==> config.mk <==
export PLATFORM = sky130hd
export DESIGN_NAME = keyed_pointer_slot_table
export DESIGN_NICKNAME = d
export VERILOG_FILES = /design/src/rtl/core/kpst_pkg.sv /design/src/rtl/core/kpst_ctrl.sv /design/src/rtl/core/kpst_dpath.sv /design/src/rtl/core/keyed_pointer_slot_table.sv
export SDC_FILE = /design/constraint.sdc
export NUM_CORES = 1
export LEC_CHECK = 0
export ABC_AREA = 1
export BUFFER_PORTS_ARGS = -buffer_cell sky130_fd_sc_hd__buf_2
export CELL_PAD_IN_SITES_DETAIL_PLACEMENT = 1
export CELL_PAD_IN_SITES_GLOBAL_PLACEMENT = 1
export CORE_MARGIN = 1
export CORE_UTILIZATION = 44
export DETAILED_ROUTE_END_ITERATION = 10
export HOLD_SLACK_MARGIN = 0.03
export PLACE_DENSITY = 0.81
export SLEW_MARGIN = 20
export SYNTH_ARGS = -nofsm -noshare
export SYNTH_HDL_FRONTEND = slang
export SYNTH_HIERARCHICAL = 1
export SYNTH_SLANG_ARGS = --single-unit
==> constraint.sdc <==
create_clock -name clk -period 4 [get_ports clk]
set_input_delay 0.2 -clock clk [delete_from_list [all_inputs] [get_ports clk]]
set_output_delay 0.2 -clock clk [all_outputs]
set_load 0.01 [all_outputs]
==> src/rtl/core/kpst_pkg.sv <==
// Shared types and codes of the keyed pointer slot table.
`default_nettype none

package kpst_pkg;

	// Operation codes of an input beat.
	typedef enum logic [1:0] {
		CMD_PUSH  = 2'd0,
		CMD_PULL  = 2'd1,
		CMD_FIND  = 2'd2,
		CMD_CLEAR = 2'd3
	} cmd_t;

	// Commands from the controller to the datapath.
	typedef struct packed {
		logic load;        // capture the input beat and read slot 0
		logic scan_step;   // advance the scan index and read the next slot
		logic scan_hit;    // record the current scan index as the match
		logic push_wr;     // write the pushed entry
		logic shift_begin; // start the compaction at the matching slot
		logic shift_wr;    // copy the fetched slot one place down
		logic shift_next;  // advance the compaction index and read ahead
		logic cnt_inc;
		logic cnt_dec;
		logic cnt_clr;
		logic drop;        // flag the push as dropped
		logic emit;        // register the result beat
	} ctl_t;

	// Status from the datapath to the controller.
	typedef struct packed {
		cmd_t cmd;
		logic count_zero;
		logic match;
		logic scan_last;
		logic hit;
		logic room;
		logic pull_tail;
		logic shift_last;
	} sts_t;

endpackage

`default_nettype wire

==> src/rtl/core/kpst_ctrl.sv <==
// Controller state machine of the keyed pointer slot table.
`default_nettype none

module kpst_ctrl (
	input  wire logic          clk,
	input  wire logic          arst_n,
	input  wire logic          start,
	input  kpst_pkg::sts_t     sts,
	output kpst_pkg::ctl_t     ctl,
	output logic               busy
);

	typedef enum logic [3:0] {
		ST_IDLE  = 4'b0001,
		ST_SCAN  = 4'b0010,
		ST_EXEC  = 4'b0100,
		ST_SHIFT = 4'b1000
	} state_t;

	state_t state_q;
	state_t state_d;

	always_comb begin
		state_d = state_q;
		ctl     = '0;
		busy    = 1'b1;
		unique case (state_q)
			ST_IDLE: begin
				busy = 1'b0;
				if (start) begin
					ctl.load = 1'b1;
					state_d  = sts.count_zero ? ST_EXEC : ST_SCAN;
				end
			end
			ST_SCAN: begin
				priority if (sts.match) begin
					ctl.scan_hit = 1'b1;
					state_d      = ST_EXEC;
				end else if (sts.scan_last) begin
					state_d = ST_EXEC;
				end else begin
					ctl.scan_step = 1'b1;
				end
			end
			ST_EXEC: begin
				state_d = ST_IDLE;
				unique case (sts.cmd)
					kpst_pkg::CMD_PUSH: begin
						ctl.emit = 1'b1;
						if (sts.hit || sts.room) begin
							ctl.push_wr = 1'b1;
							ctl.cnt_inc = !sts.hit;
						end else begin
							ctl.drop = 1'b1;
						end
					end
					kpst_pkg::CMD_PULL: begin
						priority if (sts.hit && sts.pull_tail) begin
							ctl.shift_begin = 1'b1;
							state_d         = ST_SHIFT;
						end else if (sts.hit) begin
							ctl.cnt_dec = 1'b1;
							ctl.emit    = 1'b1;
						end else begin
							ctl.emit = 1'b1;
						end
					end
					kpst_pkg::CMD_FIND: begin
						ctl.emit = 1'b1;
					end
					kpst_pkg::CMD_CLEAR: begin
						ctl.cnt_clr = 1'b1;
						ctl.emit    = 1'b1;
					end
					default: begin
						ctl.emit = 1'b1;
					end
				endcase
			end
			ST_SHIFT: begin
				ctl.shift_wr = 1'b1;
				if (sts.shift_last) begin
					ctl.cnt_dec = 1'b1;
					ctl.emit    = 1'b1;
					state_d     = ST_IDLE;
				end else begin
					ctl.shift_next = 1'b1;
				end
			end
			default: begin
				state_d = ST_IDLE;
			end
		endcase
	end

	always_ff @(posedge clk or negedge arst_n) begin
		if (!arst_n) begin
			state_q <= ST_IDLE;
		end else begin
			state_q <= state_d;
		end
	end

endmodule

`default_nettype wire

==> src/rtl/core/kpst_dpath.sv <==
// Datapath of the keyed pointer slot table: slot memory, scan index and result registers.
`default_nettype none

module kpst_dpath #(
	parameter int DEPTH       = 16,
	parameter int COORD_WIDTH = 16,
	parameter int CNT_W       = $clog2(DEPTH + 1),
	parameter int IDX_W       = (DEPTH > 1) ? $clog2(DEPTH) : 1
) (
	input  wire logic                clk,
	input  wire logic                arst_n,
	input  wire logic [1:0]          cmd,
	input  wire logic [31:0]         id,
	input  wire logic [31:0]         ref_tag,
	input  wire logic signed [15:0]  x_pos,
	input  wire logic signed [15:0]  y_pos,
	input  wire logic [4:0]          capacity,
	input  kpst_pkg::ctl_t           ctl,
	output kpst_pkg::sts_t           sts,
	output logic                     done,
	output logic                     found,
	output logic [IDX_W-1:0]         slot_index,
	output logic [CNT_W-1:0]         count,
	output logic                     dropped
);

	localparam int ENT_W = 64 + 2 * COORD_WIDTH;
	localparam int CMP_W = CNT_W + 1;
	localparam int LIM_W = (CMP_W > 6) ? CMP_W : 6;

	// One entry is {key, reference tag, x, y}.
	logic [ENT_W-1:0] mem [DEPTH];
	logic [ENT_W-1:0] rd_q;

	kpst_pkg::cmd_t      cmd_q;
	logic [31:0]         key_q;
	logic [31:0]         ref_q;
	logic signed [15:0]  x_q;
	logic signed [15:0]  y_q;
	logic [IDX_W-1:0]    idx_q;
	logic [IDX_W-1:0]    pos_q;
	logic                hit_q;
	logic [CNT_W-1:0]    count_q;
	logic                done_q;
	logic                found_q;
	logic [IDX_W-1:0]    res_idx_q;
	logic [CNT_W-1:0]    res_cnt_q;
	logic                drop_q;

	logic [CMP_W-1:0]    cnt_ext;
	logic [CMP_W-1:0]    idx_p1;
	logic [CMP_W-1:0]    idx_p2;
	logic [CMP_W-1:0]    pos_p1;
	logic [CNT_W-1:0]    count_d;
	logic [IDX_W-1:0]    push_addr;
	logic [IDX_W-1:0]    rd_addr;
	logic                rd_en;
	logic [IDX_W-1:0]    wr_addr;
	logic [ENT_W-1:0]    wr_data;
	logic                wr_en;
	logic signed [31:0]  x_ext;
	logic signed [31:0]  y_ext;

	assign cnt_ext = CMP_W'(count_q);
	assign idx_p1  = CMP_W'(idx_q) + CMP_W'(1);
	assign idx_p2  = CMP_W'(idx_q) + CMP_W'(2);
	assign pos_p1  = CMP_W'(pos_q) + CMP_W'(1);

	// Coordinates are sign-extended and then cut to the stored width.
	assign x_ext = 32'(x_q);
	assign y_ext = 32'(y_q);

	assign push_addr = hit_q ? pos_q : IDX_W'(count_q);

	always_comb begin
		priority if (ctl.shift_next) begin
			rd_addr = IDX_W'(idx_p2);
		end else if (ctl.shift_begin) begin
			rd_addr = IDX_W'(pos_p1);
		end else if (ctl.scan_step) begin
			rd_addr = IDX_W'(idx_p1);
		end else begin
			rd_addr = '0;
		end
	end

	assign rd_en   = ctl.load | ctl.scan_step | ctl.shift_begin | ctl.shift_next;
	assign wr_en   = ctl.push_wr | ctl.shift_wr;
	assign wr_addr = ctl.shift_wr ? idx_q : push_addr;
	assign wr_data = ctl.shift_wr ? rd_q
		: {key_q, ref_q, x_ext[COORD_WIDTH-1:0], y_ext[COORD_WIDTH-1:0]};

	always_ff @(posedge clk) begin
		if (wr_en) begin
			mem[wr_addr] <= wr_data;
		end
		if (rd_en) begin
			rd_q <= mem[rd_addr];
		end
	end

	always_comb begin
		priority if (ctl.cnt_clr) begin
			count_d = '0;
		end else if (ctl.cnt_inc) begin
			count_d = count_q + CNT_W'(1);
		end else if (ctl.cnt_dec) begin
			count_d = count_q - CNT_W'(1);
		end else begin
			count_d = count_q;
		end
	end

	always_ff @(posedge clk) begin
		if (ctl.load) begin
			cmd_q <= kpst_pkg::cmd_t'(cmd);
			key_q <= id;
			ref_q <= ref_tag;
			x_q   <= x_pos;
			y_q   <= y_pos;
		end
		if (ctl.emit) begin
			found_q   <= hit_q;
			res_idx_q <= ctl.push_wr ? push_addr : pos_q;
			res_cnt_q <= count_d;
			drop_q    <= ctl.drop;
		end
	end

	always_ff @(posedge clk or negedge arst_n) begin
		if (!arst_n) begin
			idx_q   <= '0;
			pos_q   <= '0;
			hit_q   <= 1'b0;
			count_q <= '0;
			done_q  <= 1'b0;
		end else begin
			done_q  <= ctl.emit;
			count_q <= count_d;
			priority if (ctl.load) begin
				idx_q <= '0;
				pos_q <= '0;
				hit_q <= 1'b0;
			end else if (ctl.scan_hit) begin
				hit_q <= 1'b1;
				pos_q <= idx_q;
			end else if (ctl.scan_step || ctl.shift_next) begin
				idx_q <= IDX_W'(idx_p1);
			end else if (ctl.shift_begin) begin
				idx_q <= pos_q;
			end
		end
	end

	assign sts.cmd        = cmd_q;
	assign sts.count_zero = (count_q == '0);
	assign sts.match      = (rd_q[ENT_W-1 -: 32] == key_q);
	assign sts.scan_last  = (idx_p1 >= cnt_ext);
	assign sts.hit        = hit_q;
	assign sts.room       = (LIM_W'(count_q) < LIM_W'(capacity))
		&& (LIM_W'(count_q) < LIM_W'(DEPTH));
	assign sts.pull_tail  = (pos_p1 < cnt_ext);
	assign sts.shift_last = (idx_p2 >= cnt_ext);

	assign done       = done_q;
	assign found      = found_q;
	assign slot_index = res_idx_q;
	assign count      = res_cnt_q;
	assign dropped    = drop_q;

endmodule

`default_nettype wire

==> src/rtl/core/keyed_pointer_slot_table.sv <==
// Top level of the keyed pointer slot table: register port, controller and datapath.
`default_nettype none

// A packed table of up to DEPTH slots, each holding a 32-bit id, a 32-bit reference tag and
// x/y coordinates stored in COORD_WIDTH bits. A command beat is taken at a rising edge where
// start is high and busy is low. Push updates the slot whose id matches, or appends a slot
// when the count is below both the capacity register and DEPTH, and otherwise flags the beat
// as dropped. Pull removes the matching slot and moves every later slot down one place. Find
// reports whether the id is present and where. Clear empties the table. Every command first
// scans the occupied slots from index 0 upward, one slot per cycle through the single read
// port of the slot memory, and stops at the first match. A pull then copies the later slots
// down, again one slot per cycle on the same memory. The result beat appears on found,
// slot_index, count and dropped for exactly one cycle with done high; the receiver cannot
// stall it, so it must take every beat as it comes. Busy falls in the done cycle, so the next
// command can be taken there. The capacity register (reset 16) lies at byte address 0. The
// user must write it only while no command is in flight; the block itself does not enforce
// this.
module keyed_pointer_slot_table #(
	parameter int DEPTH       = 16,
	parameter int COORD_WIDTH = 16
) (
	input  wire logic                                   clk,
	input  wire logic                                   arst_n,
	// Command channel.
	input  wire logic                                   start,
	output logic                                        busy,
	input  wire logic [1:0]                             cmd,
	input  wire logic [31:0]                            id,
	input  wire logic [31:0]                            ref_tag,
	input  wire logic signed [15:0]                     x_pos,
	input  wire logic signed [15:0]                     y_pos,
	// Result channel.
	output logic                                        done,
	output logic                                        found,
	output logic [((DEPTH > 1) ? $clog2(DEPTH) : 1)-1:0] slot_index,
	output logic [$clog2(DEPTH + 1)-1:0]                count,
	output logic                                        dropped,
	// Register port.
	input  wire logic                                   psel,
	input  wire logic                                   penable,
	input  wire logic                                   pwrite,
	input  wire logic [2:0]                             paddr,
	input  wire logic [31:0]                            pwdata,
	output logic [31:0]                                 prdata,
	output logic                                        pready
);

	localparam int CNT_W     = $clog2(DEPTH + 1);
	localparam int IDX_W     = (DEPTH > 1) ? $clog2(DEPTH) : 1;
	localparam int CMP_COUNT = CNT_W + 1;

	localparam logic [4:0] CAP_RESET = 5'd16;

	kpst_pkg::ctl_t ctl;
	kpst_pkg::sts_t sts;

	logic [4:0] capacity_q;
	logic       cap_sel;

	// The low two address bits are the byte offset within the word; bit 2 is the word index.
	assign cap_sel = (paddr[2] == 1'b0);
	assign pready  = 1'b1;

	always_ff @(posedge clk or negedge arst_n) begin
		if (!arst_n) begin
			capacity_q <= CAP_RESET;
		end else if (psel && penable && pwrite && pready && cap_sel) begin
			capacity_q <= pwdata[4:0];
		end
	end

	assign prdata = cap_sel ? 32'(capacity_q) : '0;

	kpst_ctrl u_ctrl (
		.clk    (clk),
		.arst_n (arst_n),
		.start  (start),
		.sts    (sts),
		.ctl    (ctl),
		.busy   (busy)
	);

	kpst_dpath #(
		.DEPTH       (DEPTH),
		.COORD_WIDTH (COORD_WIDTH),
		.CNT_W       (CNT_W),
		.IDX_W       (IDX_W)
	) u_dpath (
		.clk        (clk),
		.arst_n     (arst_n),
		.cmd        (cmd),
		.id         (id),
		.ref_tag    (ref_tag),
		.x_pos      (x_pos),
		.y_pos      (y_pos),
		.capacity   (capacity_q),
		.ctl        (ctl),
		.sts        (sts),
		.done       (done),
		.found      (found),
		.slot_index (slot_index),
		.count      (count),
		.dropped    (dropped)
	);

`ifndef ASSERT_OFF
	// A result beat always closes a command that was in flight in the cycle before.
	a_done_after_busy: assert property (@(posedge clk) disable iff (!arst_n)
		done |-> $past(busy))
		else $error("result beat without a command in flight");

	// The reported count never passes the built depth.
	a_count_bound: assert property (@(posedge clk) disable iff (!arst_n)
		done |-> (CMP_COUNT'(count) <= CMP_COUNT'(DEPTH)))
		else $error("count beyond the table depth");

	// A dropped push is always one whose id was absent.
	a_drop_not_found: assert property (@(posedge clk) disable iff (!arst_n)
		(done && dropped) |-> !found)
		else $error("dropped push reported a match");

	// The block only becomes busy by taking a command beat.
	a_busy_from_start: assert property (@(posedge clk) disable iff (!arst_n)
		$rose(busy) |-> $past(start))
		else $error("busy rose without a command beat");
`endif

endmodule

`default_nettype wire

==> impl_metrics.tcl, run 1 <==
set metrics [dict create \
    vias 20350 \
    drc 0 \
    cts_tree "done" \
    final_nets 2922 \
    place_area_um2 29630 \
    grt_usage_pct 26.33 \
    synth_cells 2616 \
    die-area_um2 64060 \
    gp_congestion 0.8585 \
    max_slew_margin_pct 53.65 \
    grt_use_met2_pct 45.16 \
    fillCellCount 6618 \
    crit_buf_inv 5 \
    drv_slew 0 \
    rows 91 \
    finalSetupTns_ns 0 \
    ir_drop_mv 0.3768 \
    design.core.area_um2 62050 \
    cp_max_fo 39 \
    holdWs_ns 0.1007 \
    power_leakage_nw 13.43 \
    period_needed_ns 3.799 \
    synth_top_family_by_area "simple AND/OR/NAND/NOR gates" \
    synth-simple-area-share_pct 21.69 \
    portBuffers 63 \
    critical-path-slowest-cell "dfrtp_1" \
    async_flop_share_pct 3.915 \
    syn_avg_cell_area_um2 10.61 \
    r2r_slack_ns 0.20 \
    grt-busiest-layer "met2" \
    p_per_area_nw_per_um2 494.6 \
    syn_to_final_growth_pct 17.23 \
    wirelength_um 85300 \
    cp_top_family "simple AND/OR/NAND/NOR gates" \
    grt_pass1_wl_um 126400 \
    grt_use_met3_pct 3.680 \
    yosys.area.top_type "edfxtp_1" \
    htree_levels 3 \
    yosys_warnings 6 \
    root_buffer "clkbuf_16" \
    antenna_left 0 \
    clockBufferDepth 3 \
    path_cells "ha_1 -> inv_1 -> nand2_1 -> and2_1 -> ha_1 -> a21oi_1 -> nor2_1 -> a2111oi_2 -> buf_4 -> nand2_1 -> nor2_2 -> nand2_1 -> inv_2 -> a21oi_2 -> nand2_8 -> buf_12 -> buf_16 -> nand3_1 -> nand3_1 -> nand3_1 -> nand3_1 -> nand2_1" \
    clk_pin_slew_ns 0.06 \
    final_util_pct 52.41 \
    cp.required_ns 4.36 \
    ys_types 36 \
    die_x_um 253.1 \
    finalWorstSetupSlack_ns 0.2013 \
    timing_hold_violations_final 0 \
    r2r_cells 22 \
    synth_xor_area_share_pct 1.105 \
    post-place-ws_ns -0.001546 \
    first_iter_violations 1987 \
    muxShareOfSynthArea_pct 0 \
    grt_max_degree 82 \
    grt_pass1_vias 21420 \
    status "finished clean" \
    final_area_um2 32520 \
    cts_buffers 66 \
    worstMarginPinSlew_ns 0.6952 \
    endpoint_kind "register" \
    ys.flop_type "edfxtp_1" \
    arrival_ns 4.16 \
    synth-edff-count 589 \
    floorplan.initialDensity_pct 44.71 \
    viasPerCell 5.576 \
    synth_top_area_share_pct 63.75 \
    syn_area_um2 27740 \
    ys_seq_area_share_pct 65.92 \
    worst_setup_path_start_kind "register" \
    clock_sinks 613 \
    drtPass1Iterations 5 \
    die_y_um 253.1 \
    synth_common_cells "nand3_1, edfxtp_1, nand2_1" \
    ios 185 \
    antenna_found_initial 1 \
    fmaxAchievable_mhz 263.3 \
    drive_gt1_share_pct 10.81 \
    synth_compound_area_share_pct 1.236 \
    critPathKind "register to register" \
    timing.final.crit_share_pct 94.97 \
    hold_class "input pin to register" \
    min_path_cells 5 \
    finClkSkew_ns 0.01830 \
    synth_seq_cells 613 \
    use_met1_pct 33.68 \
    avgRoutedWirePerCell_um 23.37 \
    dpl.hpwl_um 48040 \
    slowest_delay_ns 0.42 \
    crit_cells 22 \
    synthAdderAreaFrac_pct 1.037 \
    yosysMostFrequentCell "nand3_1" \
    clock_latency_ns 0.62 \
    finalSetupViolCount 0 \
    yosys-top-cells-area "edfxtp_1, nand3_1, nand2_1" \
    grt_overflow 0 \
    maxCapViolCount 0 \
]
==> timing repair <==
item	4_1_cts	5_1_grt
resized for setup	0	18
setup buffers	2	10
pin swaps	1	4
setup endpoints to repair	5	33
hold endpoints to repair	63	0
cloned	0	7
hold buffers	46	0
==> sequential cells by signal, summed over array words and instances, names as in the netlist <==
signal,cells
u_dpath/mem,512
u_dpath/key_q,32
u_dpath/rd_q,32
capacity_q,5
u_dpath/count,5
u_dpath/count_q,5
u_ctrl/state_q,4
u_dpath/idx_q,4
u_dpath/pos_q,4
u_dpath/slot_index,4
u_dpath/cmd_q,2
u_dpath/done,1
u_dpath/dropped,1
u_dpath/found,1
u_dpath/hit_q,1
==> report_power, final <==
part / internal [mW] / leakage, nW / total (mW) / switching [mW]
sequential: 7.58 / 5.64 / 7.79 / 0.206
combinational: 0.725 / 6.79 / 2.33 / 1.61
clock: 3.36 / 1.00 / 5.96 / 2.60
==> cell usage in the layout (no fill, tap or decap), drive strengths merged <==
master and instances:
clkinv 28, nor3b 1, nand3b 90, nand3 597, inv 423, o21ai 28
clkbuf 90, o32ai 1, nor2 53, a21oi 16, diode 1, a221oi 1
and2 1, nand4 11, bufinv 4, conb 28, edfxtp 589, o21bai 5
dlygate4sd3 46, ha 23, nand2 534, clkinvlp 1, a22o 1, o22ai 7
xnor2 27, a2111oi 1, dfstp 2, nor4 1, dfrtp 22, xor2 8
nor3 6, a31oi 1, buf 166
==> path summary, 6_finish.rpt <==
check,endpoint,start
max reg2reg,u_dpath/rd_q[90],u_dpath/pos_q[1]
min reg2reg,capacity_q[4],capacity_q[4]
min in group asynchronous,u_dpath/count_q[0],arst_n
max in group asynchronous,u_dpath/idx_q[2],arst_n
max,u_dpath/rd_q[90],u_dpath/pos_q[1]
min,u_ctrl/state_q[0],start
==> cells by family (layout without fill, tap and decap cells) <==
kind of cell / after synthesis / after routing
AOI/OAI and AO/OA: 61 / 61
xor gates and xnor gates: 35 / 35
adders and majority gates: 23 / 23
buffers and inverters: 589 / 758
DFF: 613 / 613
other: 2 / 29
and+or+nand+nor: 1293 / 1294
==> routing by layer <==
metal,wire length [um],vias up
li1,-,9019
met1,33820,10280
met2,42760,842
met3,5783,210
met4,2929,0
met5,0,-
==> layout make-up <==
| class | count | area (um^2) | share of cell area (%) |
|---|---|---|---|
| flip-flops and latches | 613 | 18290 | 56.23 |
| multi-input cells | 1441 | 7279 | 22.38 |
| repair buffers | 218 | 2275 | 6.994 |
| clock buffers | 84 | 1740 | 5.351 |
| inverters | 420 | 1582 | 4.862 |
| well taps | 837 | 1047 | 3.220 |
| clock inverters | 36 | 309.0 | 0.9502 |
| diodes | 1 | 2.502 | 0.007694 |
==> tightest hold or removal path, stage by stage <==
cell,delay (ns)
buf_2,0.07
inv_1,0.06
nand2_1,0.14
inv_1,0.07
o21bai_1,0.16
==> stage by stage <==
step	power [mW]	std cells
2_1_floorplan	9.154	2642
3_3_place_gp	9.864	3464
3_5_place_dp	10.03	3464
4_1_cts	16.00	3632
5_1_grt	16.59	3650
6_report	16.09	3650
Note: power is estimated with default switching activity, not from simulation.
==> inputs of run 2 (changes only) <==
- SYNTH_HIERARCHICAL: 1 -> not set
==> impl_metrics.tcl, run 2 <==
set metrics [dict create \
    status "finished clean" \
    p_per_area_nw_per_um2 501.6 \
    viasPerCell 5.538 \
    maxCapViolCount 0 \
    portBuffers 63 \
    gp_congestion 0.8586 \
    yosys_warnings 0 \
    synth_top_area_share_pct 63.80 \
    grt-busiest-layer "met2" \
    clk_pin_slew_ns 0.06 \
    vias 20140 \
    n_antenna_cell 0 \
    power_leakage_nw 13.20 \
    grt_pass1_vias 21450 \
    endpoint_kind "register" \
    hold_class "input pin to register" \
    arrival_ns 4.24 \
    finalSetupViolCount 0 \
    multiInputGateArea_um2 7340 \
    total_power_mw 16.10 \
    path_cells "ha_1 -> nand2_1 -> inv_1 -> or2_2 -> nand2_1 -> o21ai_0 -> inv_1 -> ha_1 -> nand2_1 -> inv_1 -> o21ai_0 -> nand2_1 -> nor3_4 -> a21boi_4 -> nand2_1 -> nand3_1 -> o21ai_4 -> inv_6 -> buf_12 -> nand3_1 -> nand3_1 -> nand2_1" \
    avgRoutedWirePerCell_um 22.79 \
    critPathKind "register to register" \
    timing.final.crit_share_pct 97.08 \
    finClkSkew_ns 0.03770 \
    synth_cells 2639 \
    dpl.hpwl_um 45260 \
    ios 185 \
    drv_slew 0 \
    async_flop_share_pct 3.915 \
    worstMarginPinSlew_ns 1.007 \
    slowest_delay_ns 0.45 \
    first_iter_violations 2129 \
    antenna_left 0 \
    fmaxAchievable_mhz 257.5 \
    grt_pass1_wl_um 123300 \
    largest_reg_flops 512 \
    period_needed_ns 3.883 \
    drtPass1Iterations 6 \
    layout_commonest_cell "nand3_1" \
    max_flop_register "u_dpath.mem" \
    finalSetupTns_ns 0 \
    ir_drop_mv 0.2755 \
    regArea_um2 18290 \
    syn_area_um2 27720 \
    final_util_pct 51.81 \
    r2r_slack_ns 0.12 \
    clock_latency_ns 0.62 \
    cts_buffers 66 \
    final_area_um2 32090 \
    grt_use_met3_pct 3.937 \
    cp.required_ns 4.36 \
    htree_levels 3 \
    mostFrequentLayoutCells "nand3_1, edfxtp_1, nand2_1" \
    synth-edff-count 589 \
    cp_common_cell "nand2_1" \
    post-place-ws_ns 0.1297 \
    cp_max_fo 17 \
    drc 0 \
    die_y_um 253.0 \
    die-area_um2 64020 \
    yosys.area.top_type "edfxtp_1" \
    die_x_um 253.0 \
    worst_setup_path_start_kind "register" \
    grt_use_met2_pct 45.53 \
    use_met1_pct 30.82 \
    cts_tree "done" \
    rows 91 \
    timing_hold_violations_final 0 \
    yosys-top-cells-area "edfxtp_1, nand3_1, nand2_1" \
    wirelength_um 82880 \
    grt_max_degree 97 \
    synth_common_cells "nand3_1, edfxtp_1, nand2_1" \
    ys.flop_type "edfxtp_1" \
    root_buffer "clkbuf_16" \
    yosysMostFrequentCell "nand3_1" \
    syn_to_final_growth_pct 15.75 \
    syn_avg_cell_area_um2 10.51 \
    design.core.area_um2 61940 \
    grt_usage_pct 25.61 \
    drive_gt1_share_pct 9.861 \
    floorplan.initialDensity_pct 44.76 \
    place_area_um2 29370 \
    fillCellCount 6691 \
    finalWorstSetupSlack_ns 0.1166 \
    clock_sinks 613 \
    final_nets 2912 \
    ys_types 40 \
    clockBufferDepth 3 \
    ys_seq_area_share_pct 65.97 \
    biggestRegsByFlops "u_dpath.mem x512, u_dpath.key_q x32, u_dpath.rd_q x32" \
    synth_seq_cells 613 \
    antenna_found_initial 1 \
    grt_overflow 0 \
    max_slew_margin_pct 32.42 \
    critical-path-slowest-cell "dfrtp_1" \
]
[run 2: changes by cell type after synthesis, moves of 6 or more]
cell,change
nand2_1,+44
inv_1,-11
buf_4,-10
nand3b_1,-10
clkbuf_1,+8
nand3_1,-6
o21ai_0,+6
[run 2: cells by family (layout without fill, tap and decap cells)]
group	Yosys count	in the layout	share of synthesized area, %
other	2	28	0.02709
xor gates and xnor gates	27	27	0.8530
adders and majority gates	23	23	1.038
DFF	613	613	65.97
buffers and inverters	579	713	8.701
and+or+nand+nor	1323	1323	21.95
AOI/OAI and AO/OA	72	72	1.462
[run 2: path summary, 6_finish.rpt]
path                                   from                  to  cells after the start
setup / recovery           u_dpath.idx_q[2]    u_dpath.rd_q[94]                     22
hold / removal                       pwrite       capacity_q[4]                      3
setup reg to reg           u_dpath.idx_q[2]    u_dpath.rd_q[94]                     22
hold reg to reg               capacity_q[4]       capacity_q[4]                      2
max in group asynchronous            arst_n    u_dpath.idx_q[3]                      2
min in group asynchronous            arst_n  u_dpath.count_q[2]                      2
[run 2: cell type report]
class                           count  area share, %
Multi-Input combinational cell   1473          22.87
Clock inverter                     35          1.123
Clock buffer                       82          5.529
Inverter                          412          4.835
Tap cell                          837          3.263
Timing Repair Buffer              184          5.384
Sequential cell                   613          56.99
[run 2: routing by layer]
layer / vias up / part of all wire, %
met2: 841 / 51
met1: 10100 / 38
met3: 184 / 7.4
met5: - / 0
met4: 0 / 3.5
li1: 9013 / -
[run 2: repair_timing]
action,4_1_cts,5_1_grt
hold endpoints to repair,64,0
hold buffers,41,0
gates resized for setup,0,7
buffers inserted,0,8
setup endpoints to repair,0,51
[run 2: report_power, final]
part           internal (mW)  switching, mW
Sequential              7.59          0.184
Clock                   3.55           2.56
Combinational          0.634           1.58
[run 2: critical path, delay by kind of cell (launching register included)]
family / cells / cell delay, ns
AO/OA/AOI/OAI: 4 / 0.73
buffers and inverters: 5 / 0.57
adder cells (fa/ha/maj): 2 / 0.47
AND/OR/NAND/NOR: 11 / 1.40
flip-flops: 1 / 0.45
[run 2: per-stage QoR]
stage                     hold slack, ns  instances
after floorplan                 -0.09559       2665
after global placement            0.2302       3467
after detailed placement          0.2440       3467
after CTS                        0.04491       3625
after global routing              0.1359       3636
final                            0.08575       3636
